**src/hw/rtl/abg_pkg.sv**
```systemverilog
// ----------------------------------------------------------------------------
// abg_pkg: shared types and constants of the anchor box generator
// Field widths, transaction structs, register indexes and state codes.
// ----------------------------------------------------------------------------
package abg_pkg;

  // Defaults of the top-level parameters.
  localparam int unsigned MaxPriorsDef = 16;
  localparam int unsigned MaxGridDef   = 1024;

  // Field widths.
  localparam int unsigned SlotW    = 4;
  localparam int unsigned SizeW    = 16;
  localparam int unsigned CellW    = 10;
  localparam int unsigned LayerW   = 11;
  localparam int unsigned ImgW     = 13;
  localparam int unsigned OffW     = 8;
  localparam int unsigned StepW    = 16;
  localparam int unsigned CountW   = 5;
  localparam int unsigned CoordW   = 20;
  localparam int unsigned CfgIdxW  = 3;
  localparam int unsigned CfgDataW = 16;

  // Datapath widths.
  localparam int unsigned PosW   = CellW + OffW;      // cell centre, Q.8
  localparam int unsigned ProdAW = PosW + StepW;      // centre times image or step
  localparam int unsigned ProdBW = LayerW + SizeW;    // layer times prior size
  localparam int unsigned DenW   = LayerW + ImgW;     // layer times image
  localparam int unsigned NumW   = 44;                // signed numerator
  localparam int unsigned DivdW  = 42;                // 2|N| + D
  localparam int unsigned DivsW  = DenW + 1;          // 2D
  localparam int unsigned QuoW   = CoordW + 1;        // quotient plus overflow bit
  localparam int unsigned DivSteps = QuoW;
  localparam int unsigned DvsW   = DivsW + QuoW - 1;

  localparam int unsigned QueueDepth = 2;

  localparam logic [CoordW-1:0] CoordOne    = 20'h10000;
  localparam logic [CoordW-1:0] CoordMaxPos = 20'h7FFFF;
  localparam logic [CoordW-1:0] CoordMinNeg = 20'h80000;

  typedef enum logic {
    OP_LOAD = 1'b0,
    OP_CELL = 1'b1
  } op_e;

  typedef enum logic [CfgIdxW-1:0] {
    CFG_CLIP         = 3'd0,
    CFG_OFFSET       = 3'd1,
    CFG_STEP_X       = 3'd2,
    CFG_STEP_Y       = 3'd3,
    CFG_IMG_W        = 3'd4,
    CFG_IMG_H        = 3'd5,
    CFG_PRIOR_COUNT  = 3'd6
  } cfg_idx_e;

  typedef enum logic [2:0] {
    ST_IDLE,
    ST_MUL,
    ST_SUM,
    ST_START,
    ST_DIV,
    ST_EMIT
  } back_state_e;

  typedef struct packed {
    logic              operation;
    logic [SlotW-1:0]  prior_slot;
    logic [SizeW-1:0]  prior_width;
    logic [SizeW-1:0]  prior_height;
    logic [CellW-1:0]  cell_col;
    logic [CellW-1:0]  cell_row;
    logic [LayerW-1:0] map_width;
    logic [LayerW-1:0] map_height;
    logic [ImgW-1:0]   image_width_in;
    logic [ImgW-1:0]   image_height_in;
  } in_item_t;

  typedef struct packed {
    logic [SlotW-1:0]         prior_index;
    logic signed [CoordW-1:0] x_min;
    logic signed [CoordW-1:0] y_min;
    logic signed [CoordW-1:0] x_max;
    logic signed [CoordW-1:0] y_max;
    logic                     last_box;
  } out_item_t;

  typedef struct packed {
    logic              clip_enable;
    logic [OffW-1:0]   center_offset;
    logic [StepW-1:0]  step_x;
    logic [StepW-1:0]  step_y;
    logic [ImgW-1:0]   image_width_set;
    logic [ImgW-1:0]   image_height_set;
    logic [CountW-1:0] prior_count;
  } cfg_t;

  // Classified work item held in the queue between front and back.
  typedef struct packed {
    op_e               op;
    logic [SlotW-1:0]  slot;
    logic [SizeW-1:0]  pw;
    logic [SizeW-1:0]  ph;
    logic [CellW-1:0]  col;
    logic [CellW-1:0]  row;
    logic [LayerW-1:0] lw;
    logic [LayerW-1:0] lh;
    logic [ImgW-1:0]   iw;
    logic [ImgW-1:0]   ih;
  } work_t;

  typedef struct packed {
    logic             start;
    logic [DivdW-1:0] dividend;
    logic [DivsW-1:0] divisor;
  } div_req_t;

  typedef struct packed {
    logic            busy;
    logic [QuoW-1:0] quotient;
  } div_rsp_t;

endpackage

```
**src/hw/rtl/abg_front.sv**
```systemverilog
// ----------------------------------------------------------------------------
// abg_front: input classification
// Accepts input transactions, resolves layer and image sizes and pushes a
// classified work item into the queue.
// ----------------------------------------------------------------------------
module abg_front #(
  parameter int unsigned MaxGrid = abg_pkg::MaxGridDef
) (
  input  logic              in_valid_i,
  input  abg_pkg::in_item_t in_data_i,
  input  abg_pkg::cfg_t     cfg_i,
  input  logic              q_full_i,
  output logic              in_stall_o,
  output logic              push_o,
  output abg_pkg::work_t    entry_o
);

  // A zero layer counts as one; a layer beyond the grid limit saturates.
  function automatic logic [abg_pkg::LayerW-1:0] sat_layer(
    input logic [abg_pkg::LayerW-1:0] l
  );
    logic [abg_pkg::LayerW-1:0] r;
    if (l == '0) begin
      r = abg_pkg::LayerW'(1);
    end else if (13'(l) > 13'(MaxGrid)) begin
      r = abg_pkg::LayerW'(MaxGrid);
    end else begin
      r = l;
    end
    return r;
  endfunction

  function automatic logic [abg_pkg::ImgW-1:0] pick_img(
    input logic [abg_pkg::ImgW-1:0] set,
    input logic [abg_pkg::ImgW-1:0] fld
  );
    logic [abg_pkg::ImgW-1:0] r;
    r = (set != '0) ? set : fld;
    if (r == '0) begin
      r = abg_pkg::ImgW'(1);
    end
    return r;
  endfunction

  assign in_stall_o = q_full_i;
  assign push_o     = in_valid_i && !q_full_i;

  always_comb begin
    entry_o.op   = abg_pkg::op_e'(in_data_i.operation);
    entry_o.slot = in_data_i.prior_slot;
    entry_o.pw   = in_data_i.prior_width;
    entry_o.ph   = in_data_i.prior_height;
    entry_o.col  = in_data_i.cell_col;
    entry_o.row  = in_data_i.cell_row;
    entry_o.lw   = sat_layer(in_data_i.map_width);
    entry_o.lh   = sat_layer(in_data_i.map_height);
    entry_o.iw   = pick_img(cfg_i.image_width_set, in_data_i.image_width_in);
    entry_o.ih   = pick_img(cfg_i.image_height_set, in_data_i.image_height_in);
  end

endmodule

```
**config.mk**
```make
export PLATFORM = sky130hd
export DESIGN_NAME = abg_front
export DESIGN_NICKNAME = d
export VERILOG_FILES = /design/src/hw/rtl/abg_pkg.sv /design/src/hw/rtl/abg_front.sv
export SDC_FILE = /design/constraint.sdc
export NUM_CORES = 1
export LEC_CHECK = 0
export ABC_AREA = 1
export BUFFER_PORTS_ARGS = -buffer_cell sky130_fd_sc_hd__buf_2
export CORE_AREA = 10 10 103 105
export DETAILED_ROUTE_END_ITERATION = 10
export DIE_AREA = 0 0 113 115
export GPL_ROUTABILITY_DRIVEN = 1
export PLACE_DENSITY = 0.53
export SYNTH_ARGS = -nofsm -noshare
export SYNTH_HDL_FRONTEND = slang
export SYNTH_SLANG_ARGS = --single-unit
```
**constraint.sdc**
```tcl
create_clock -name vclk -period 3.1
set_input_delay 0.93 -clock vclk [all_inputs]
set_output_delay 0.93 -clock vclk [all_outputs]
set_load 0.01 [all_outputs]
```
* After elaboration in Yosys (flattened, before gate mapping)
Index checks and enable logic that the tools add are counted.
** Word-level totals
- Register bits :: 0
** Cells by class
- Reductions and logical operators :: 8
- Mux-type cells :: 8
- Order comparisons :: 2
** Operators by type and width (count)
- $mux 13 :: 4
- $mux 11 :: 4
- $logic_not 13->1 :: 2
- $reduce_bool 13->1 :: 2
- $gt 11x11->1 const B :: 2
- $logic_not 11->1 :: 2
- $logic_and 1x1->1 :: 1
- $logic_not 1->1 :: 1

* Depth between registers and ports, before layout
- Word-level depth :: 4
- Gate-level depth with buffers :: 11
- Gate-level depth less buffers :: 10

* Worst setup path after synthesis
OpenSTA, ideal clock, no wires.
- Path kind :: input -> output
- Start point :: in cfg_i[7] in the netlist's numbering
- End point :: out entry_o[0] in the netlist's numbering
- Slack :: 0.343 ns
- Buffers on the path :: 1
- Stages :: 11
- Arrival time :: 1.827 ns
- Path through :: nor2_1 -> nand2_1 -> nor2_1 -> buf_4 -> nand3_1 -> nand2_1 -> nor2_1 -> nand2_1 -> nor2_1 -> nand2_1 -> nand2_1
** RTL lines
- start: declaration :: line abg_front.sv:11 : input abg_pkg::cfg_t cfg_i,
- end: declaration :: line abg_front.sv:15 : output abg_pkg::work_t entry_o

==> metrics.md <==
| Metric | Value |
|---|---|
| Drt pass-1 iters | `4` |
| ANT nets after route | `0` |
| Sequential share of the synthesized area | `0%` |
| Largest net degree at the start of global routing | `11` |
| Cells after synthesis | `257` |
| Synth warn | `0` |
| Max Transition Viols Final | `0` |
| Post-Synth Adder-Cell Area | `0%` |
| Via density | `roughly 3.9` |
| Post-synthesis simple-gate area fraction | `between 40% and 50%` |
| Clock buffers | `0` |
| Vias in the first global route | `1893` |
| Fin crit share | `97.5%` |
| Ant. Diodes | `0` |
| IO Port Bufs | `126` |
| Antenna violations before repair | `0` |
| WHS | `1860 ps` |
| Top cells by area, synth | `buf_4, inv_1, nor2_1` |
| Fill cell count | `~980` |
| Count leader, synth | `inv_1` |
| Slew HR | `74.7%` |
| Dpl hpwl | `4690 um` |
| I/O pins | `286` |
| Commonest cells in the netlist | `inv_1, buf_4, nor2_1` |
| Setup crit end kind | `output port` |
| Post-synth top area cell | `buf_4` |
| Die Ht | `115 um` |
| Placed insts | `roughly 440` |
| First-pass GRT wire length | `8380 um` |
| Core area | `0.00855 mm2` |
| Register area | `0 um2` |
| Starting Density | `between 10 and 15%` |
| Largest family of logic cells by synthesized area | `buffers and inverters` |
| Syn_area_per_cell | `between 4 and 5 um2` |
| GPL Wtd Cong | `0.807` |
| Arrival @ worst endpoint | `2090 ps` |
| Worst Path Max Fanout | `3` |
| Final setup violation count | `0` |
| Status | `completed` |
| Total global-route track usage | `around 7.2%` |
| Power Density | `104 mW/mm2` |
| Initial detailed-routing violation count | `between 70 and 80` |
| P_leak | `1.29 nW` |
| Final setup TNS | `0 ps` |
| Post-synth cell types | `17` |
| Xor/xnor share of the synthesized area | `0%` |
| Area grow syn2layout | `65.0%` |
| Area fraction in compound gates after synthesis | `3.16%` |
| F_max | `331 MHz` |
| Post-synthesis mux area share | `0%` |
| DRC | `0` |
| Row cnt | `34` |
| Synth top area share | `between 30% and 40%` |
| Final #Nets | `527` |
| Post-route minimum period | `~3000 ps` |
| Tightest Pin Transition | `379 ps` |
| Routed WL | `~5500 um` |
| Hold Path Class | `in -> out` |
| Layout cells sized above 1 | `58.4%` |
| DIE AREA | `0.0130 mm2` |
| CP Data Required Time | `2170 ps` |
| Die width | `113 um` |
| Overflow after GRT | `0` |
| Crit Path Class | `in -> out` |
| Pwr Total | `0.000218 W` |
| Final hold vios | `0` |
| Final non-filler cell total | `454` |
| Worst VDD drop | `about 54 uV` |
| Mapped Area | `0.00127 mm2` |
| Vias | `1759` |
| RSZ-0062 raised after global routing | `true` |
| Seq cells | `0` |
| Synthesized net count | `436` |
| Drt wl/cell | `12.2 um` |
| Max Cap Violations | `0` |
| Startpoint type of the worst setup path | `primary input` |
==> final cells by class <==
type               count  area [um2]  area share, %
repair buffers       153         960           45.9
multi-input cells    131         763           36.5
inverters             62         233           11.1
well taps            108         135           6.46
==> worst paths after layout <==
path	startpoint	endpoint	depth (start not counted)
setup / recovery	cfg_i[6]	entry_o[0]	13
hold / removal	in_data_i[100]	entry_o[100]	0
==> stage by stage <==
stage | setup slack, ps | cell area, um2 | utilization (%)
after floorplan | 343 | 1270 | -
after global placement | -18.6 | 1680 | 19.6
after detailed placement | -21.4 | 1680 | 19.6
after CTS | 5.20 | 1710 | 20.0
after global routing | -28.7 | 2090 | 24.5
final | 77.4 | 2090 | 24.5
==> per-layer routing <==
layer	track usage (%)	share of wire [%]	vias up
li1	-	-	872
met1	7.28	35	756
met2	13.2	50	105
met3	3.33	13	26
met4	1.78	1.8	0
met5	0	0	-
==> report_power, final <==
part | switching (W) | internal (W)
combinational | 0.000109 | 0.000109
sequential | 0 | 0
clock | 0 | 0
total | 0.000109 | 0.000109
==> worst max-delay path, cell delays in order <==
cell     delay, ps
buf_8          100
nor2_4          90
nand2_2         70
nor2_4         160
buf_6          130
nand2_4         60
o21ai_2        140
inv_1           50
nand2_1         60
nor2_1          40
nand2_1         70
nand2_1         50
buf_2          130
==> what timing repair did <==
action / in CTS / in global routing
pin swaps: 3 / 43
setup endpoints to repair: 1 / 4
cloned: 1 / 1
hold buffers: 0 / 0
setup buffers: 1 / 8
resized for setup: 7 / 83
==> cell families after synthesis <==
| kind of cell | Yosys count |
|---|---|
| buffers and inverters | 126 |
| AOI/OAI and AO/OA | 7 |
| and+or+nand+nor | 124 |
==> layout by cell type, fill, tap and decap left out <==
master	n
a21oi_1	1
a21oi_2	1
a31oi_1	1
buf_2	113
buf_4	17
buf_6	21
buf_8	2
inv_1	62
nand2_1	28
nand2_2	15
nand2_4	1
nand3_1	14
nand3_2	7
nand3b_1	2
nand4_1	2
nor2_1	31
nor2_2	10
nor2_4	11
nor3_1	1
nor4_1	1
nor4_2	1
o21ai_0	1
o21ai_2	2
o21ai_4	1
Power figures use the tool's default switching activity.
