<file path="src/hw/rtl/abg_pkg.sv">
// ----------------------------------------------------------------------------
// abg_pkg: shared types and constants of the anchor box generator
// Field widths, transaction structs, register indexes and state codes.
// ----------------------------------------------------------------------------
package abg_pkg;

  // Defaults of the top-level parameters.
  localparam int unsigned MaxPriorsDef = 16;
  localparam int unsigned MaxGridDef   = 1024;

  // Field widths.
  localparam int unsigned SlotW    = 4;
  localparam int unsigned SizeW    = 16;
  localparam int unsigned CellW    = 10;
  localparam int unsigned LayerW   = 11;
  localparam int unsigned ImgW     = 13;
  localparam int unsigned OffW     = 8;
  localparam int unsigned StepW    = 16;
  localparam int unsigned CountW   = 5;
  localparam int unsigned CoordW   = 20;
  localparam int unsigned CfgIdxW  = 3;
  localparam int unsigned CfgDataW = 16;

  // Datapath widths.
  localparam int unsigned PosW   = CellW + OffW;      // cell centre, Q.8
  localparam int unsigned ProdAW = PosW + StepW;      // centre times image or step
  localparam int unsigned ProdBW = LayerW + SizeW;    // layer times prior size
  localparam int unsigned DenW   = LayerW + ImgW;     // layer times image
  localparam int unsigned NumW   = 44;                // signed numerator
  localparam int unsigned DivdW  = 42;                // 2|N| + D
  localparam int unsigned DivsW  = DenW + 1;          // 2D
  localparam int unsigned QuoW   = CoordW + 1;        // quotient plus overflow bit
  localparam int unsigned DivSteps = QuoW;
  localparam int unsigned DvsW   = DivsW + QuoW - 1;

  localparam int unsigned QueueDepth = 2;

  localparam logic [CoordW-1:0] CoordOne    = 20'h10000;
  localparam logic [CoordW-1:0] CoordMaxPos = 20'h7FFFF;
  localparam logic [CoordW-1:0] CoordMinNeg = 20'h80000;

  typedef enum logic {
    OP_LOAD = 1'b0,
    OP_CELL = 1'b1
  } op_e;

  typedef enum logic [CfgIdxW-1:0] {
    CFG_CLIP         = 3'd0,
    CFG_OFFSET       = 3'd1,
    CFG_STEP_X       = 3'd2,
    CFG_STEP_Y       = 3'd3,
    CFG_IMG_W        = 3'd4,
    CFG_IMG_H        = 3'd5,
    CFG_PRIOR_COUNT  = 3'd6
  } cfg_idx_e;

  typedef enum logic [2:0] {
    ST_IDLE,
    ST_MUL,
    ST_SUM,
    ST_START,
    ST_DIV,
    ST_EMIT
  } back_state_e;

  typedef struct packed {
    logic              operation;
    logic [SlotW-1:0]  prior_slot;
    logic [SizeW-1:0]  prior_width;
    logic [SizeW-1:0]  prior_height;
    logic [CellW-1:0]  cell_col;
    logic [CellW-1:0]  cell_row;
    logic [LayerW-1:0] map_width;
    logic [LayerW-1:0] map_height;
    logic [ImgW-1:0]   image_width_in;
    logic [ImgW-1:0]   image_height_in;
  } in_item_t;

  typedef struct packed {
    logic [SlotW-1:0]         prior_index;
    logic signed [CoordW-1:0] x_min;
    logic signed [CoordW-1:0] y_min;
    logic signed [CoordW-1:0] x_max;
    logic signed [CoordW-1:0] y_max;
    logic                     last_box;
  } out_item_t;

  typedef struct packed {
    logic              clip_enable;
    logic [OffW-1:0]   center_offset;
    logic [StepW-1:0]  step_x;
    logic [StepW-1:0]  step_y;
    logic [ImgW-1:0]   image_width_set;
    logic [ImgW-1:0]   image_height_set;
    logic [CountW-1:0] prior_count;
  } cfg_t;

  // Classified work item held in the queue between front and back.
  typedef struct packed {
    op_e               op;
    logic [SlotW-1:0]  slot;
    logic [SizeW-1:0]  pw;
    logic [SizeW-1:0]  ph;
    logic [CellW-1:0]  col;
    logic [CellW-1:0]  row;
    logic [LayerW-1:0] lw;
    logic [LayerW-1:0] lh;
    logic [ImgW-1:0]   iw;
    logic [ImgW-1:0]   ih;
  } work_t;

  typedef struct packed {
    logic             start;
    logic [DivdW-1:0] dividend;
    logic [DivsW-1:0] divisor;
  } div_req_t;

  typedef struct packed {
    logic            busy;
    logic [QuoW-1:0] quotient;
  } div_rsp_t;

endpackage

</file>
<file path="src/hw/rtl/abg_queue.sv">
// ----------------------------------------------------------------------------
// abg_queue: short work queue
// A small first-in first-out buffer between the front and the back.
// ----------------------------------------------------------------------------
module abg_queue (
  input  logic           clk_i,
  input  logic           rst_ni,
  input  logic           push_i,
  input  abg_pkg::work_t entry_i,
  input  logic           pop_i,
  output abg_pkg::work_t entry_o,
  output logic           empty_o,
  output logic           full_o
);

  localparam int unsigned PtrW = (abg_pkg::QueueDepth > 1) ? $clog2(abg_pkg::QueueDepth) : 1;
  localparam int unsigned CntW = $clog2(abg_pkg::QueueDepth + 1);

  abg_pkg::work_t mem_q [abg_pkg::QueueDepth];
  logic [PtrW-1:0] wr_q, rd_q;
  logic [CntW-1:0] cnt_q;

  function automatic logic [PtrW-1:0] wrap_inc(input logic [PtrW-1:0] p);
    return (p == PtrW'(abg_pkg::QueueDepth - 1)) ? '0 : p + 1'b1;
  endfunction

  assign empty_o = (cnt_q == '0);
  assign full_o  = (cnt_q == CntW'(abg_pkg::QueueDepth));
  assign entry_o = mem_q[rd_q];

  always_ff @(posedge clk_i or negedge rst_ni) begin
    if (!rst_ni) begin
      wr_q  <= '0;
      rd_q  <= '0;
      cnt_q <= '0;
    end else begin
      if (push_i) begin
        wr_q <= wrap_inc(wr_q);
      end
      if (pop_i) begin
        rd_q <= wrap_inc(rd_q);
      end
      if (push_i && !pop_i) begin
        cnt_q <= cnt_q + 1'b1;
      end else if (pop_i && !push_i) begin
        cnt_q <= cnt_q - 1'b1;
      end
    end
  end

  always_ff @(posedge clk_i) begin
    if (push_i) begin
      mem_q[wr_q] <= entry_i;
    end
  end

endmodule

</file>
<file path="config.mk">
export PLATFORM = sky130hd
export DESIGN_NAME = abg_queue
export DESIGN_NICKNAME = d
export VERILOG_FILES = /design/src/hw/rtl/abg_pkg.sv /design/src/hw/rtl/abg_queue.sv
export SDC_FILE = /design/constraint.sdc
export NUM_CORES = 1
export LEC_CHECK = 0
export ABC_AREA = 1
export BUFFER_PORTS_ARGS = -buffer_cell sky130_fd_sc_hd__buf_2
export CAP_MARGIN = 25
export CORE_ASPECT_RATIO = 1.5
export CORE_MARGIN = 3
export CORE_UTILIZATION = 45
export DETAILED_ROUTE_END_ITERATION = 7
export GPL_TIMING_DRIVEN = 0
export PLACE_DENSITY_LB_ADDON = 0.15
export SLEW_MARGIN = 10
export SYNTH_ARGS = -nofsm -noshare
export SYNTH_HDL_FRONTEND = slang
export SYNTH_SLANG_ARGS = --single-unit
</file>
<file path="constraint.sdc">
create_clock -name clk_i -period 5.12 [get_ports clk_i]
set_input_delay 0.512 -clock clk_i [delete_from_list [all_inputs] [get_ports clk_i]]
set_output_delay 0.512 -clock clk_i [all_outputs]
set_load 0.005 [all_outputs]
</file>
* Yosys cells after proc, flatten, opt, wreduce, memory -nomap -nowiden
Memory sizes are Yosys's and may differ from the RTL's.
Cells that the tools add are included.
Widths: inputs -> output; s select.
** Cells by class
- Add/subtract/negate cells :: 4
- Multiply operators :: 0
- Divide/modulo/power cells :: 0
- Magnitude comparators :: 0
- Equal/unequal tests :: 1
- Shift-type cells :: 0
- Multiplexer cells :: 6
- Bitwise operators :: 0
- Reduce and logical (&&, ||, !) cells :: 6
** Operators with widths (number)
- $mux 1 :: 4
- $mux 2 :: 2
- $add 1x1->1 const B :: 2
- $add 2x1->2 const B :: 1
- $eq 2x2->1 const B :: 1
- $logic_and 1x1->1 :: 2
- $logic_not 1->1 :: 2
- $logic_not 2->1 :: 1
- $reduce_bool 2->1 :: 1
- $sub 2x1->2 const B :: 1
** Word-level totals
- Flip-flop bits (word level) :: 4
- Latch bits :: 0
- Memory bits (writable) :: 210
- Memory bits (read-only) :: 0
- Bits of input ports :: 109
- Output and inout port bits :: 107
- Word-level logic and storage cells :: 21
- Memories :: 1
** Memories
- mem_q :: words 2, bits a word 105, rd ports 1, clocked after memory_dff 0, write ports 1, RTL line abg_queue.sv:19 : abg_pkg::work_t mem_q [abg_pkg::QueueDepth];

* Depth between registers and ports, before layout
- Depth in word-level cells :: 4
- Gate-level depth with buffers :: 7
- Depth with buffers taken out :: 7

* Worst setup path before layout
Ideal clock, no wire load.
- Path type :: input to register
- Start :: input push_i
- End :: memory mem_q[0][0] (netlist bit), enable pin
- Library setup time :: 573 ps
- Arrival time :: 4946 ps
- Required time :: 4547 ps
- Setup slack :: -399 ps
- Cell stages on the path :: 2
- Path buffers :: 0
- Cell sequence :: inv_1 > nor2_1
** On the way
- Cells in the longest elaborated chain, start to end :: 2
** Ends and longest elaborated chain
- from (decl) :: RTL line abg_queue.sv:8 : input logic push_i,
- $mux 1 :: RTL line abg_queue.sv:52 : if (push_i) begin
- $mux 1 (not written as such) :: RTL line abg_queue.sv:53 : mem_q[wr_q] <= entry_i;
- to (decl) :: RTL line abg_queue.sv:19
No other way between the ends.

==> flow_metrics.env <==
export IMPL_dp_slack_ns=3.16
export IMPL_tightestPinTransition_ns=0.509
export IMPL_die_area_um2=19300
export IMPL_finalPower_mw=5.37
export IMPL_crit_path_end_kind="output port"
export IMPL_grt_use_total_pct=14.5
export IMPL_wl_met3_um=1280
export IMPL_drive_gt1_share_pct=59.6
export IMPL_initial_core_util_pct=46.6
export IMPL_final_common_cell="buf_2"
export IMPL_dp_cells=782
export IMPL_crit_type="reg2out"
export IMPL_period_share_pct=44.5
export IMPL_wl_met2_um=7930
export IMPL_die_height_um=169
export IMPL_outcome="complete, no violations"
export IMPL_finClkSkew_ns=0.0212
export IMPL_setup_ws_ns=2.84
export IMPL_peakVddDrop_mv=0.430
export IMPL_final_nets=706
export IMPL_postCtsSetupRepairBufs=0
export IMPL_synth_cells=352
export IMPL_antenna_found_initial=0
export IMPL_cp_cell_sequence="buf_6, buf_6, buf_6, mux2_4, buf_2"
export IMPL_viasPerCell=4.82
export IMPL_final_cell_mix="buf_2, edfxtp_1, mux2_2, mux2_4, clkbuf_16"
export IMPL_r2r_cells=3
export IMPL_relSlewSlack_pct=66.1
export IMPL_yosysSeqAreaShare_pct=80.7
export IMPL_crit_buf_inv=4
export IMPL_final_core_util_pct=59.0
export IMPL_tritoncts="done"
export IMPL_drt_pass1_iterations=4
export IMPL_cp_max_fo=10
export IMPL_drt_iter0_drc=153
export IMPL_min_path_type="in2reg"
export IMPL_fmax_mhz=439
export IMPL_grt_max_degree=56
export IMPL_cts_buffer_depth=3
export IMPL_grt_pass1_wl_um=21700
export IMPL_synth_area_per_cell_um2=22.6
export IMPL_ios=216
export IMPL_yosysWarnings=0
export IMPL_drt_met1_wl_um=4920
export IMPL_n_antenna_cell=0
export IMPL_finalHoldViolCount=0
export IMPL_route_vias_total=3959
export IMPL_io_buffers=215
export IMPL_clk_latency_ns=0.50
export IMPL_power_density_nw_per_um2=534
export IMPL_rsz0062_at_grt="false"
export IMPL_core_um2=17100
export IMPL_ys_ff_latch=214
export IMPL_syn_to_final_growth_pct=26.6
export IMPL_dp_hpwl_um=10100
export IMPL_p_leak_nw=3.94
export IMPL_max_cap_violations=0
export IMPL_cp_common_cell="buf_6"
export IMPL_path_clk_slew_ns=0.06
export IMPL_ant_nets=0
export IMPL_synth_nets=462
export IMPL_grt_overflow=0
export IMPL_hold_path_depth=1
export IMPL_finalMaxSlewViolations=0
export IMPL_drt_total_wl_um=14500
export IMPL_top_layer="met4"
export IMPL_gp_congestion=0.686
export IMPL_grt_pass1_vias=4255
export IMPL_syn_cell_area_um2=7940
export IMPL_cpLargestDelayFamily="buffers and inverters"
export IMPL_critPathMaxStageDelay_ns=0.34
export IMPL_crit_cells=5
export IMPL_clkSinkCount=214
export IMPL_rows=58
export IMPL_period_needed_ns=2.28
export IMPL_cp_start_kind="flop"
export IMPL_drcViolationCount=0
export IMPL_cts_root_buffer="clkbuf_16"
export IMPL_die_w_um=114
export IMPL_stdcell_count=821
export IMPL_final_setup_viol_count=0
export IMPL_slowest_stage="dfrtp_1"
export IMPL_required_ns=4.61
export IMPL_setup_tns_ns=0
export IMPL_netlist_cell_type_count=14
export IMPL_cts_made_buffers=21
export IMPL_cp_arrival_ns=1.76
export IMPL_cts_htree_levels=1
export IMPL_drt_wirelength_per_cell_um=17.6
-- sequential cells by signal, summed over array words and instances, names as in the netlist --
signal and cells:
cnt_q 2, rd_q 1, mem_q 210, wr_q 1
-- worst reg2reg max path: cells and delay by family, from the launching register on --
kind	cells	cell delay [ns]
flops	1	0.43
buf+inv	2	0.48
simple gates	1	0.43
-- stage by stage --
stage                     hold WS (ns)  area [um^2]
after floorplan                  0.216         7950
after global placement           0.321         9280
after detailed placement         0.324         9420
after CTS                        0.174        10100
after global routing             0.175        10100
final                            0.200        10100
-- final cells by class --
class,instances,area [um^2]
Fill cell,1323,7000
Sequential cell,214,6410
Multi-Input combinational cell,119,1420
Timing Repair Buffer,221,1210
Clock buffer,27,548
Tap cell,210,263
Buffer,12,97.6
Clock inverter,11,83.8
Inverter,7,31.3
-- report_power, final --
| group | internal, mW | leakage, nW | switching [mW] |
|---|---|---|---|
| sequential | 2.32 | 2.02 | 0.0789 |
| clock | 0.810 | 0.302 | 0.601 |
| combinational | 0.838 | 1.62 | 0.723 |
-- final timing paths --
path / slack [ns] / from / end
worst max-delay path: 2.84 / rd_q / entry_o[73]
worst min-delay path: 0.20 / entry_i[18] / mem_q[1][18]
worst max register to register: 3.48 / wr_q / mem_q[0][41]
worst min register to register: 0.51 / cnt_q[1] / cnt_q[1]
max in group asynchronous: 4.64 / rst_ni / cnt_q[1]
min in group asynchronous: 0.36 / rst_ni / rd_q
-- cells by family (layout without fill, tap and decap cells) --
family        Yosys count  count (layout)  share of synthesized area, %
flops                 214             214                          80.7
mux                   105             105                          16.8
buf+inv                19             278                          1.56
simple gates           10              10                         0.520
xor+xnor                3               3                         0.331
fa+ha+maj               1               1                         0.158
-- what timing repair did --
action,in CTS,in global routing
hold buffers,1,0
resized for setup,0,0
hold endpoints to repair,4,0
-- routing by layer --
metal | track usage (%) | vias to the layer above
met4 | 5.22 | 0
met2 | 26.9 | 136
met5 | 0 | -
li1 | - | 1880
met3 | 4.51 | 22
met1 | 15.0 | 1921
-- cells in the mapped netlist --
| library cell | number | area (um^2) |
|---|---|---|
| mux2_4 | 40 | 601 |
| nand4_1 | 1 | 6.26 |
| buf_6 | 6 | 67.6 |
| xor2_1 | 2 | 17.5 |
| ha_1 | 1 | 12.5 |
| buf_2 | 6 | 30.0 |
| nand2_1 | 5 | 18.8 |
| xnor2_1 | 1 | 8.76 |
| mux2_2 | 65 | 732 |
| nor2_1 | 3 | 11.3 |
| inv_1 | 7 | 26.3 |
| nand3_1 | 1 | 5.00 |
| edfxtp_1 | 210 | 6310 |
| dfrtp_1 | 4 | 100 |
No activity file was read; power rests on OpenSTA's default activity.
