===== src/hw/rtl/abg_pkg.sv =====
// ----------------------------------------------------------------------------
// abg_pkg: shared types and constants of the anchor box generator
// Field widths, transaction structs, register indexes and state codes.
// ----------------------------------------------------------------------------
package abg_pkg;

  // Defaults of the top-level parameters.
  localparam int unsigned MaxPriorsDef = 16;
  localparam int unsigned MaxGridDef   = 1024;

  // Field widths.
  localparam int unsigned SlotW    = 4;
  localparam int unsigned SizeW    = 16;
  localparam int unsigned CellW    = 10;
  localparam int unsigned LayerW   = 11;
  localparam int unsigned ImgW     = 13;
  localparam int unsigned OffW     = 8;
  localparam int unsigned StepW    = 16;
  localparam int unsigned CountW   = 5;
  localparam int unsigned CoordW   = 20;
  localparam int unsigned CfgIdxW  = 3;
  localparam int unsigned CfgDataW = 16;

  // Datapath widths.
  localparam int unsigned PosW   = CellW + OffW;      // cell centre, Q.8
  localparam int unsigned ProdAW = PosW + StepW;      // centre times image or step
  localparam int unsigned ProdBW = LayerW + SizeW;    // layer times prior size
  localparam int unsigned DenW   = LayerW + ImgW;     // layer times image
  localparam int unsigned NumW   = 44;                // signed numerator
  localparam int unsigned DivdW  = 42;                // 2|N| + D
  localparam int unsigned DivsW  = DenW + 1;          // 2D
  localparam int unsigned QuoW   = CoordW + 1;        // quotient plus overflow bit
  localparam int unsigned DivSteps = QuoW;
  localparam int unsigned DvsW   = DivsW + QuoW - 1;

  localparam int unsigned QueueDepth = 2;

  localparam logic [CoordW-1:0] CoordOne    = 20'h10000;
  localparam logic [CoordW-1:0] CoordMaxPos = 20'h7FFFF;
  localparam logic [CoordW-1:0] CoordMinNeg = 20'h80000;

  typedef enum logic {
    OP_LOAD = 1'b0,
    OP_CELL = 1'b1
  } op_e;

  typedef enum logic [CfgIdxW-1:0] {
    CFG_CLIP         = 3'd0,
    CFG_OFFSET       = 3'd1,
    CFG_STEP_X       = 3'd2,
    CFG_STEP_Y       = 3'd3,
    CFG_IMG_W        = 3'd4,
    CFG_IMG_H        = 3'd5,
    CFG_PRIOR_COUNT  = 3'd6
  } cfg_idx_e;

  typedef enum logic [2:0] {
    ST_IDLE,
    ST_MUL,
    ST_SUM,
    ST_START,
    ST_DIV,
    ST_EMIT
  } back_state_e;

  typedef struct packed {
    logic              operation;
    logic [SlotW-1:0]  prior_slot;
    logic [SizeW-1:0]  prior_width;
    logic [SizeW-1:0]  prior_height;
    logic [CellW-1:0]  cell_col;
    logic [CellW-1:0]  cell_row;
    logic [LayerW-1:0] map_width;
    logic [LayerW-1:0] map_height;
    logic [ImgW-1:0]   image_width_in;
    logic [ImgW-1:0]   image_height_in;
  } in_item_t;

  typedef struct packed {
    logic [SlotW-1:0]         prior_index;
    logic signed [CoordW-1:0] x_min;
    logic signed [CoordW-1:0] y_min;
    logic signed [CoordW-1:0] x_max;
    logic signed [CoordW-1:0] y_max;
    logic                     last_box;
  } out_item_t;

  typedef struct packed {
    logic              clip_enable;
    logic [OffW-1:0]   center_offset;
    logic [StepW-1:0]  step_x;
    logic [StepW-1:0]  step_y;
    logic [ImgW-1:0]   image_width_set;
    logic [ImgW-1:0]   image_height_set;
    logic [CountW-1:0] prior_count;
  } cfg_t;

  // Classified work item held in the queue between front and back.
  typedef struct packed {
    op_e               op;
    logic [SlotW-1:0]  slot;
    logic [SizeW-1:0]  pw;
    logic [SizeW-1:0]  ph;
    logic [CellW-1:0]  col;
    logic [CellW-1:0]  row;
    logic [LayerW-1:0] lw;
    logic [LayerW-1:0] lh;
    logic [ImgW-1:0]   iw;
    logic [ImgW-1:0]   ih;
  } work_t;

  typedef struct packed {
    logic             start;
    logic [DivdW-1:0] dividend;
    logic [DivsW-1:0] divisor;
  } div_req_t;

  typedef struct packed {
    logic            busy;
    logic [QuoW-1:0] quotient;
  } div_rsp_t;

endpackage


===== src/hw/rtl/abg_div.sv =====
// ----------------------------------------------------------------------------
// abg_div: radix-2 restoring divider
// Produces one quotient bit a cycle; the top bit flags a quotient that
// does not fit the coordinate range.
// ----------------------------------------------------------------------------
module abg_div (
  input  logic              clk_i,
  input  logic              rst_ni,
  input  abg_pkg::div_req_t req_i,
  output abg_pkg::div_rsp_t rsp_o
);

  localparam int unsigned CntW = $clog2(abg_pkg::DivSteps);

  logic                           busy_q;
  logic [CntW-1:0]                cnt_q;
  logic [abg_pkg::DivdW-1:0]      rem_q;
  logic [abg_pkg::DvsW-1:0]       dvs_q;
  logic [abg_pkg::QuoW-1:0]       quo_q;
  logic                           ge;
  logic [abg_pkg::DvsW-1:0]       diff;

  assign ge   = abg_pkg::DvsW'(rem_q) >= dvs_q;
  assign diff = abg_pkg::DvsW'(rem_q) - dvs_q;

  assign rsp_o.busy     = busy_q;
  assign rsp_o.quotient = quo_q;

  always_ff @(posedge clk_i or negedge rst_ni) begin
    if (!rst_ni) begin
      busy_q <= 1'b0;
      cnt_q  <= '0;
    end else if (req_i.start) begin
      busy_q <= 1'b1;
      cnt_q  <= CntW'(abg_pkg::DivSteps - 1);
    end else if (busy_q) begin
      if (cnt_q == '0) begin
        busy_q <= 1'b0;
      end else begin
        cnt_q <= cnt_q - 1'b1;
      end
    end
  end

  always_ff @(posedge clk_i) begin
    if (req_i.start) begin
      rem_q <= req_i.dividend;
      dvs_q <= {req_i.divisor, (abg_pkg::QuoW - 1)'(0)};
      quo_q <= '0;
    end else if (busy_q) begin
      if (ge) begin
        rem_q <= diff[abg_pkg::DivdW-1:0];
      end
      quo_q <= {quo_q[abg_pkg::QuoW-2:0], ge};
      dvs_q <= dvs_q >> 1;
    end
  end

endmodule


===== config.mk =====
export PLATFORM = sky130hd
export DESIGN_NAME = abg_div
export DESIGN_NICKNAME = d
export VERILOG_FILES = /design/src/hw/rtl/abg_pkg.sv /design/src/hw/rtl/abg_div.sv
export SDC_FILE = /design/constraint.sdc
export NUM_CORES = 1
export LEC_CHECK = 0
export BUFFER_PORTS_ARGS = -buffer_cell sky130_fd_sc_hd__buf_2
export CAP_MARGIN = 20
export CELL_PAD_IN_SITES_DETAIL_PLACEMENT = 2
export CELL_PAD_IN_SITES_GLOBAL_PLACEMENT = 2
export CORE_MARGIN = 5
export CORE_UTILIZATION = 33
export DETAILED_ROUTE_END_ITERATION = 16
export GPL_TIMING_DRIVEN = 0
export PLACE_DENSITY = 0.74
export SYNTH_ARGS = -nofsm -noshare
export SYNTH_HDL_FRONTEND = slang
export SYNTH_SLANG_ARGS = --single-unit

===== constraint.sdc =====
create_clock -name clk_i -period 3.55 [get_ports clk_i]
set_input_delay 0 -clock clk_i [delete_from_list [all_inputs] [get_ports clk_i]]
set_output_delay 0 -clock clk_i [all_outputs]
set_load 0.05 [all_outputs]

== Yosys cells after proc, flatten, opt, wreduce, memory -nomap -nowiden ==
Cells that the tools add are included.

* Reduce and logical (&&, ||, !) cells: 5
* Bitwise operators: 0
* Shift-type cells: 0
* Divide/modulo/power cells: 0
* $lt $le $gt $ge: 1
* Add/sub/neg operators: 2
* Equality and inequality tests: 1
* Multipliers: 0
* Mux-type cells: 11

{| class="wikitable"
|+ Operators by type and width
! kind !! number
|-
| 42-bit two-way mux || 3
|-
| 45-bit two-way mux || 2
|-
| 42-bit by 45-bit greater-or-equal comparator with 1-bit output || 1
|-
| 42-bit subtractor || 1
|-
| 5-bit two-way mux || 3
|-
| 5-bit logical NOT || 1
|-
| 5-bit by 1-bit subtractor with 5-bit output (second input constant) || 1
|-
| 2-bit AND reduction || 2
|-
| 2-bit nonzero test || 2
|-
| 1-bit two-way mux || 3
|-
| 2-bit != test (second input constant) || 1
|}

* Latch bits: 0
* Input port bits: 70
* Word-level logic and storage cells: 26
* Memories kept: 0
* Memory bits (writable): 0
* Output and inout port bits: 22
* Memory bits (read-only): 0
* Register bits after elaboration: 114

== Logic depth before layout (Yosys ltp) ==
* Depth in word-level cells: 4
* Gate-level depth with buffers: 11
* Gate-level depth less buffers: 11

== Worst setup path before layout ==
No wires, ideal clock.

* Path type: register -> register
* Start: register rem_q[8] (netlist name)
* End: register rem_q[0] (netlist name) (enable)
* Library setup time: 0.651 ns
* Arrival time: 3.158 ns
* Data required time: 2.899 ns
* Stages on the path, launching flop included: 10
* Clock period less this slack: 3.809 ns
* Setup slack: -0.259 ns
* Buffers on the path: 0
* Cell sequence: edfxtp_1 > ha_1 > a21oi_1 > o21ai_0 > and2_1 > o311a_2 > o21a_1 > o21ba_2 > o211ai_1 > nand3_1

* Cells in the longest elaborated chain, start to end: 3

{| class="wikitable"
|+ RTL lines
! item !! line !! RTL
|-
| start: declaration || abg_div.sv:17 || <nowiki>logic [abg_pkg::DivdW-1:0] rem_q;</nowiki>
|-
| start signal: assignment || abg_div.sv:47 || <nowiki>rem_q <= req_i.dividend;</nowiki>
|-
| start signal: assignment || abg_div.sv:52 || <nowiki>rem_q <= diff[abg_pkg::DivdW-1:0];</nowiki>
|-
| 42-bit by 45-bit greater-or-equal comparator with 1-bit output || abg_div.sv:23 || <nowiki>assign ge = abg_pkg::DvsW'(rem_q) >= dvs_q;</nowiki>
|-
| 2-bit nonzero test (no line) || - ||
|-
| 2-bit AND reduction (no line) || - ||
|}

No other way between the ends.
A chain may end at the register's enable or synchronous reset.

== Final worst setup path ==
* Start: register dvs_q[4] (netlist name)
* End: register rem_q[13] (netlist name) (enable)

* Cells in the longest elaborated chain, start to end: 3

{| class="wikitable"
|+ RTL lines
! item !! line !! RTL
|-
| start: declaration || abg_div.sv:18 || <nowiki>logic [abg_pkg::DvsW-1:0] dvs_q;</nowiki>
|-
| start signal: assignment || abg_div.sv:48 || <nowiki>dvs_q <= {req_i.divisor, (abg_pkg::QuoW - 1)'(0)};</nowiki>
|-
| start signal: assignment || abg_div.sv:55 || <nowiki>dvs_q <= dvs_q >> 1;</nowiki>
|-
| 42-bit by 45-bit greater-or-equal comparator with 1-bit output || abg_div.sv:23 ||
|-
| 2-bit nonzero test (no line) || - ||
|-
| 2-bit AND reduction (no line) || - ||
|}

No other way between the ends.

==> results.sh <==
export IMPL_critPathMaxFanout=24
export IMPL_max_cap_viol_count=0
export IMPL_drive_above_1_share=0.147
export IMPL_hp_class="input port to flip-flop"
export IMPL_routed_wl_mm=25.3
export IMPL_ys_ff_latch=114
export IMPL_start_kind="flip-flop"
export IMPL_fillerInstances=2352
export IMPL_worstPathArrival_ps=3480
export IMPL_power_leakage_uw=0.00409
export IMPL_cp_end_kind="flip-flop"
export IMPL_syn_area_per_cell_um2=9.00
export IMPL_slowest_delay_ps=460
export IMPL_crit_buf_inv=2
export IMPL_syn_inst=788
export IMPL_r2r_end="rem_q[13]"
export IMPL_worstPathCellList="inv_1 -> ha_1 -> a21oi_1 -> a311oi_2 -> o311a_2 -> o21a_1 -> o21ba_2 -> o211ai_1 -> nand3_4 -> buf_12"
export IMPL_grt_pass1_wl_mm=40.0
export IMPL_wl_met3_um=806
export IMPL_max_freq_ghz=0.303
export IMPL_syn2layout_area_growth_pct=29.3
export IMPL_cp_top_family="compound AO/OA/AOI/OAI gates"
export IMPL_tritoncts="built"
export IMPL_grt_overflow_total=0
export IMPL_met2_length_mm=12.8
export IMPL_cts_buffers=17
export IMPL_synth_area_mm2=0.00709
export IMPL_htreeDepth=4
export IMPL_powerDensity_mw_per_mm2=643
export IMPL_fp_dieH_um=157
export IMPL_insertion_delay_ps=430
export IMPL_nets=1081
export IMPL_grt_total_usage=0.210
export IMPL_wl_per_cell_um=20.1
export IMPL_top_layer_used="met4"
export IMPL_dr_pass1_iters=4
export IMPL_wl_met1_mm=11.2
export IMPL_reg2reg_slack_ps=250
export IMPL_first_iter_violations=294
export IMPL_drc=0
export IMPL_routabilityCongestion=0.814
export IMPL_drv_slew=0
export IMPL_start_util=0.336
export IMPL_die_x_um=157
export IMPL_maxSlewHeadroom=0.404
export IMPL_antenna_left=0
export IMPL_grt_pass1_vias=7357
export IMPL_finalCritPeriodShare=0.928
export IMPL_holdPathStages=3
export IMPL_cp_required_ps=3730
export IMPL_syn_nets=903
export IMPL_final_common_cell="nand2_1"
export IMPL_p_total_uw=5900
export IMPL_rsz0062_at_grt="false"
export IMPL_reg2reg_from="dvs_q[4]"
export IMPL_io_buffers=90
export IMPL_final_cell_mix="108 x nand2_1, 92 x buf_2, 76 x o21ai_0"
export IMPL_clock_skew_ps=16.7
export IMPL_crit_type="flip-flop to flip-flop"
export IMPL_hold_path_endpoint="rem_q[39]"
export IMPL_synth_area_leaders="edfxtp_1 28%, dfxtp_1 12%, ha_1 7.8%"
export IMPL_fin_crit_ps=3300
export IMPL_setup_viol=0
export IMPL_io_pins=92
export IMPL_grt_max_degree=26
export IMPL_ys_types=64
export IMPL_num_vias=6576
export IMPL_whs_ps=45.7
export IMPL_final_util=0.435
export IMPL_synth_edf_count=67
export IMPL_rows=53
export IMPL_die_area_mm2=0.0245
export IMPL_async_flop_share=0.0526
export IMPL_cts_root_buffer="clkbuf_16"
export IMPL_hold_path_startpoint="req_i[64]"
export IMPL_synth_flop_cell="edfxtp_1"
export IMPL_synth_top_area_frac=0.284
export IMPL_antenna_cells=0
export IMPL_cts_sinks=114
export IMPL_core_area_mm2=0.0211
export IMPL_cp_slowest_cell="o311a_2"
export IMPL_ir_drop_uv=323
export IMPL_yosysTopAreaCell="edfxtp_1"
export IMPL_worstMarginPinSlew_ps=893
export IMPL_r2r_cells=10
export IMPL_yosys_warnings=0
export IMPL_final_hold_violation_count=0
export IMPL_seq_area_frac_synth=0.421
export IMPL_status="complete, no violations"
export IMPL_clkSlewWorstSetupHoldPaths_ps=60
export IMPL_viasPerCell=5.24
export IMPL_cts_max_path_buffers=2
export IMPL_antenna_found_initial=0
export IMPL_hpwl_mm=17.5
[power by group]
group          switching, uW  internal, uW  leakage [uW]
Clock                    732           954      0.000285
Sequential              97.5          1690       0.00109
Combinational           1480           950       0.00271
[worst reg2reg max path, cell delays in order, from the launching register on]
cell	delay [ps]
dfxtp_1	370
inv_1	60
ha_1	360
a21oi_1	360
a311oi_2	200
o311a_2	460
o21a_1	260
o21ba_2	240
o211ai_1	330
nand3_4	150
buf_12	250
[flip-flops by register name, summed over array words and instances (netlist names)]
signal / count
dvs_q: 45
rem_q: 42
busy_q: 1
cnt_q: 5
quo_q: 21
[synth_stat cells (all sizes together) (9+ instances only)]
cell type	n
xor2	14
mux2i	43
dfxtp	41
nand2	108
inv	60
a21oi	49
nand4	9
o21ai	79
buf	12
nor2	64
ha	44
a21o	14
edfxtp	67
nand3	11
nor3	9
xnor2	22
clkbuf	27
[cell families after synthesis]
| logic type | synth area share |
|---|---|
| xor gates and xnor gates | 0.0445 |
| and+or+nand+nor | 0.151 |
| muxes | 0.0655 |
| DFF | 0.421 |
| buffers and inverters | 0.0538 |
| adders and majority gates | 0.0805 |
| AOI/OAI and AO/OA | 0.184 |
[cell type report]
type / instances / area [um^2] / share of cell area
Multi-Input combinational cell: 574 / 3740 / 0.408
Sequential cell: 114 / 2980 / 0.325
Timing Repair Buffer: 159 / 1160 / 0.126
Clock buffer: 18 / 450 / 0.0491
Tap cell: 275 / 344 / 0.0375
Inverter: 61 / 229 / 0.0250
Buffer: 39 / 153 / 0.0167
Clock inverter: 14 / 114 / 0.0124
[through the flow]
stage / instance area [um^2] / cells / worst slack (ps) / setup TNS (ps)
floorplan: 7090 / 788 / 238 / 0
global placement: 7890 / 1153 / -744 / -31160
detailed placement: 7910 / 1154 / -342 / -10470
CTS: 9160 / 1253 / 266 / 0
global route: 9170 / 1254 / 55.8 / 0
finish: 9170 / 1254 / 254 / 0
[layer usage]
metal	global-route usage	vias up
met3	0.0423	34
li1	-	3160
met1	0.252	3272
met2	0.380	110
met4	0.0566	0
met5	0	-
[what timing repair did]
action | CTS | global route
buffers inserted | 1 | 0
endpoints found under the hold margin | 70 | 0
endpoints found under the setup margin | 42 | 0
resized for setup | 1 | 0
hold buffers | 66 | 0
[worst max path at each step]
stage,end,depth (start not counted),startpoint
floorplan,rem_q[0],9,rem_q[8]
global placement,rem_q[32],9,dvs_q[4]
detailed placement,rem_q[10],10,dvs_q[4]
CTS,rem_q[16],11,dvs_q[11]
global route,rem_q[28],11,dvs_q[11]
finish,rem_q[13],10,dvs_q[4]
(Power assumes the default switching activity.)
